### config.mk
export PLATFORM = sky130hd
export DESIGN_NAME = sha512_round
export DESIGN_NICKNAME = d
export VERILOG_FILES = /design/src/design/sha512_pkg.sv /design/src/design/sha512_round.sv
export SDC_FILE = /design/constraint.sdc
export NUM_CORES = 1
export LEC_CHECK = 0
export ABC_AREA = 1
export BUFFER_PORTS_ARGS = -buffer_cell sky130_fd_sc_hd__buf_2
export CAP_MARGIN = 40
export CORE_AREA = 2 2 451 453
export DETAILED_ROUTE_END_ITERATION = 6
export DIE_AREA = 0 0 453 455
export GPL_TIMING_DRIVEN = 0
export PLACE_DENSITY = 0.3
export SLEW_MARGIN = 10
export SYNTH_ARGS = -nofsm -noshare
export SYNTH_HDL_FRONTEND = slang
export SYNTH_SLANG_ARGS = --single-unit
export TNS_END_PERCENT = 1
### constraint.sdc
create_clock -name vclk -period 10.2
set_input_delay 0.51 -clock vclk [all_inputs]
set_output_delay 0.51 -clock vclk [all_outputs]
set_load 0.005 [all_outputs]
### src/design/sha512_pkg.sv
package sha512_pkg;

  typedef logic [63:0] word_t;
  typedef word_t [7:0] work_t;

  localparam int unsigned Rounds        = 80;
  localparam int unsigned WordsPerBlock = 16;
  localparam int unsigned DigestWords   = 8;

  localparam word_t INIT_CHAIN [DigestWords] = '{
    64'h6a09e667f3bcc908, 64'hbb67ae8584caa73b, 64'h3c6ef372fe94f82b, 64'ha54ff53a5f1d36f1,
    64'h510e527fade682d1, 64'h9b05688c2b3e6c1f, 64'h1f83d9abfb41bd6b, 64'h5be0cd19137e2179
  };

  localparam word_t ROUND_K [Rounds] = '{
    64'h428a2f98d728ae22, 64'h7137449123ef65cd, 64'hb5c0fbcfec4d3b2f, 64'he9b5dba58189dbbc,
    64'h3956c25bf348b538, 64'h59f111f1b605d019, 64'h923f82a4af194f9b, 64'hab1c5ed5da6d8118,
    64'hd807aa98a3030242, 64'h12835b0145706fbe, 64'h243185be4ee4b28c, 64'h550c7dc3d5ffb4e2,
    64'h72be5d74f27b896f, 64'h80deb1fe3b1696b1, 64'h9bdc06a725c71235, 64'hc19bf174cf692694,
    64'he49b69c19ef14ad2, 64'hefbe4786384f25e3, 64'h0fc19dc68b8cd5b5, 64'h240ca1cc77ac9c65,
    64'h2de92c6f592b0275, 64'h4a7484aa6ea6e483, 64'h5cb0a9dcbd41fbd4, 64'h76f988da831153b5,
    64'h983e5152ee66dfab, 64'ha831c66d2db43210, 64'hb00327c898fb213f, 64'hbf597fc7beef0ee4,
    64'hc6e00bf33da88fc2, 64'hd5a79147930aa725, 64'h06ca6351e003826f, 64'h142929670a0e6e70,
    64'h27b70a8546d22ffc, 64'h2e1b21385c26c926, 64'h4d2c6dfc5ac42aed, 64'h53380d139d95b3df,
    64'h650a73548baf63de, 64'h766a0abb3c77b2a8, 64'h81c2c92e47edaee6, 64'h92722c851482353b,
    64'ha2bfe8a14cf10364, 64'ha81a664bbc423001, 64'hc24b8b70d0f89791, 64'hc76c51a30654be30,
    64'hd192e819d6ef5218, 64'hd69906245565a910, 64'hf40e35855771202a, 64'h106aa07032bbd1b8,
    64'h19a4c116b8d2d0c8, 64'h1e376c085141ab53, 64'h2748774cdf8eeb99, 64'h34b0bcb5e19b48a8,
    64'h391c0cb3c5c95a63, 64'h4ed8aa4ae3418acb, 64'h5b9cca4f7763e373, 64'h682e6ff3d6b2b8a3,
    64'h748f82ee5defb2fc, 64'h78a5636f43172f60, 64'h84c87814a1f0ab72, 64'h8cc702081a6439ec,
    64'h90befffa23631e28, 64'ha4506cebde82bde9, 64'hbef9a3f7b2c67915, 64'hc67178f2e372532b,
    64'hca273eceea26619c, 64'hd186b8c721c0c207, 64'heada7dd6cde0eb1e, 64'hf57d4f7fee6ed178,
    64'h06f067aa72176fba, 64'h0a637dc5a2c898a6, 64'h113f9804bef90dae, 64'h1b710b35131c471b,
    64'h28db77f523047d84, 64'h32caab7b40c72493, 64'h3c9ebe0a15c9bebc, 64'h431d67c49c100d4c,
    64'h4cc5d4becb3e42b6, 64'h597f299cfc657e2a, 64'h5fcb6fab3ad6faec, 64'h6c44198c4a475817
  };

  function automatic word_t big_sigma0(input word_t x);
    return {x[27:0], x[63:28]} ^ {x[33:0], x[63:34]} ^ {x[38:0], x[63:39]};
  endfunction

  function automatic word_t big_sigma1(input word_t x);
    return {x[13:0], x[63:14]} ^ {x[17:0], x[63:18]} ^ {x[40:0], x[63:41]};
  endfunction

  function automatic word_t small_sigma0(input word_t x);
    return {x[0], x[63:1]} ^ {x[7:0], x[63:8]} ^ {7'd0, x[63:7]};
  endfunction

  function automatic word_t small_sigma1(input word_t x);
    return {x[18:0], x[63:19]} ^ {x[60:0], x[63:61]} ^ {6'd0, x[63:6]};
  endfunction

endpackage

### src/design/sha512_round.sv
module sha512_round (
  input  sha512_pkg::work_t cur,
  input  sha512_pkg::word_t w,
  input  sha512_pkg::word_t k,
  output sha512_pkg::work_t nxt
);

  sha512_pkg::word_t ch;
  sha512_pkg::word_t maj;
  sha512_pkg::word_t t1;
  sha512_pkg::word_t t2;

  always_comb begin
    ch  = (cur[4] & cur[5]) ^ (~cur[4] & cur[6]);
    maj = (cur[0] & cur[1]) ^ (cur[0] & cur[2]) ^ (cur[1] & cur[2]);
    t1  = cur[7] + sha512_pkg::big_sigma1(cur[4]) + ch + k + w;
    t2  = sha512_pkg::big_sigma0(cur[0]) + maj;
    nxt[7] = cur[6];
    nxt[6] = cur[5];
    nxt[5] = cur[4];
    nxt[4] = cur[3] + t1;
    nxt[3] = cur[2];
    nxt[2] = cur[1];
    nxt[1] = cur[0];
    nxt[0] = t1 + t2;
  end

endmodule

==> metrics.txt <==
Slew HR 34.3%; status finished, final reports clean; synthesis-to-layout area growth 33.1%; cell taking the most area after synthesis fa_1; Yosys cell types 56; Placer Congestion 0.935; Hold WC Path Type in2out; DRC 0; Routed WL 220 mm; CP max stage cell xor2_1; period utilisation layout 80.8%; fmax 121 MHz; setup tns final 0 ns; Multi-input gate area 21400 sq um; synth warn 0; DIE AREA 206000 sq um; largest net degree at the start of global routing 10; CP dominant cell by count inv_1; final count of negative-setup-slack endpoints 0; first-pass GRT wire length 285 mm; fraction of layout cells with a size suffix above 1 31.0%; FF+latch count 0; max incr delay on CP 0.64 ns; CP Capture Type primary output; post-synth top area share 18.2%; max-slew violations 0; number of global-route vias before repair 32800; synthesized area 27800 sq um; RSZ-0062 raised after global routing no; die height 455 microns; antenna violations before repair 103; Clock Buffer Count 0; Area contributors post-synth fa_1 (18%), inv_1 (12%), buf_4 (10%), nand2_1 (9.4%), ha_1 (8.5%); net count after synthesis 5355; FILL cells 23700; worst slew pin tran 0.982 ns; # port buffers 1126; register area 0 sq um; hold_buf cts 0; grt ovf 0; CP Class in2out; initial core utilization 13.8%; Post-DP HPWL 208 mm; Synth top cells by count inv_1 (880), nand2_1 (697), nor2_1 (404); CP Launch Type primary input; post-CTS resize count 0; Final min period 8.24 ns; Post-CTS Setup Inserts 0; Routed wire per std cell 27.1 microns; Via density 3.89; register area share after synthesis 0%; Worst EP required 9.69 ns; Initial DRC Count 1433; core area 201000 sq um; # IOs 1152; Tot GR Track Use 20.5%; cell with the most instances after synthesis inv_1; num rows 165; DIE WIDTH 453 microns; Final Hold Fails 0; post-route ant nets 0; Post-Syn Instances 4273; crit-path max FO 6; Max-cap violations 0; DRT Pass-1 Iters 5; critical path arrival 7.73 ns; Via Count 31600; layout net count 6499; Syn Area/Cell 6.50 sq um
## placed cells by master, fill, tap and decap left out, types with 3 or more instances in the layout
master / synthesis / layout
nand3_2: 7 / 7
fa_1: 253 / 253
a31oi_1: 8 / 8
nand3_1: 138 / 138
o21bai_2: 3 / 3
a21boi_0: 12 / 12
a21oi_2: 9 / 9
o21ai_0: 137 / 137
nor3_1: 26 / 26
ha_1: 189 / 189
nand2_4: 3 / 3
nand2_1: 697 / 697
nor2_2: 15 / 15
a211oi_1: 3 / 3
diode_2: 0 / 33
inv_1: 880 / 880
nor3_2: 5 / 5
xor2_1: 250 / 250
mux2_2: 61 / 61
buf_4: 386 / 398
xnor2_1: 157 / 157
nand2_2: 13 / 13
buf_6: 0 / 3
nand3b_1: 6 / 6
a21oi_1: 323 / 323
o21bai_1: 100 / 100
clkbuf_1: 25 / 25
and3_1: 8 / 8
o21a_1: 14 / 14
o21ai_1: 18 / 18
buf_2: 2 / 1128
a21boi_1: 3 / 3
o211ai_1: 11 / 11
a21o_1: 24 / 24
a21oi_4: 3 / 3
nor4_1: 6 / 6
inv_2: 16 / 16
nor2_1: 404 / 404
nand4_1: 32 / 32
## through the flow
stage	utilization (%)	hold WS, ns	area, sq um	setup WS (ns)	instances
after floorplan	-	1.10	27800	4.19	4273
after global placement	18.3	1.19	36700	1.71	8071
after detailed placement	18.3	1.19	36900	1.87	8087
after CTS	18.3	1.19	36900	1.85	8087
after global routing	18.4	1.19	36900	1.52	8107
final	18.4	1.19	37000	1.96	8120
## worst paths after layout
| kind | startpoint | endpoint | slack [ns] | depth (start not counted) |
|---|---|---|---|---|
| max | w[40] | nxt[59] | 1.96 | 30 |
| min | cur[45] | nxt[109] | 1.19 | 2 |
## worst max-delay path: cells and delay by family
family	cells	cell delay [ns]
buf+inv	10	1.05
fa+ha+maj	6	2.91
compound gates	2	0.71
xor+xnor	2	0.89
simple gates	10	1.65
## final cells by class
cell class / count / area share, %
Inverter: 896 / 9.10
Timing Repair Buffer: 1142 / 15.6
Tap cell: 2672 / 9.04
Antenna cell: 33 / 0.223
Buffer: 414 / 8.13
Multi-Input combinational cell: 2963 / 57.9
## cell families after synthesis
family          after synthesis  synth area share (%)
xor+xnor                    409                  13.0
simple gates               1370                  20.5
compound gates              677                  14.2
fa+ha+maj                   444                  26.8
buf+inv                    1310                  22.9
mux                          63                  2.55
## per-layer routing
layer | vias to the layer above | GRT usage, % | routed length (microns)
met1 | 15100 | 21.3 | 80000
met5 | - | 0 | 119
met3 | 236 | 1.59 | 7290
met2 | 1038 | 42.8 | 125000
li1 | 15200 | - | -
met4 | 20 | 5.28 | 7110
Power is not shown: default switching activity piles up to over one toggle a cycle in this logic, so the estimate is an artifact.
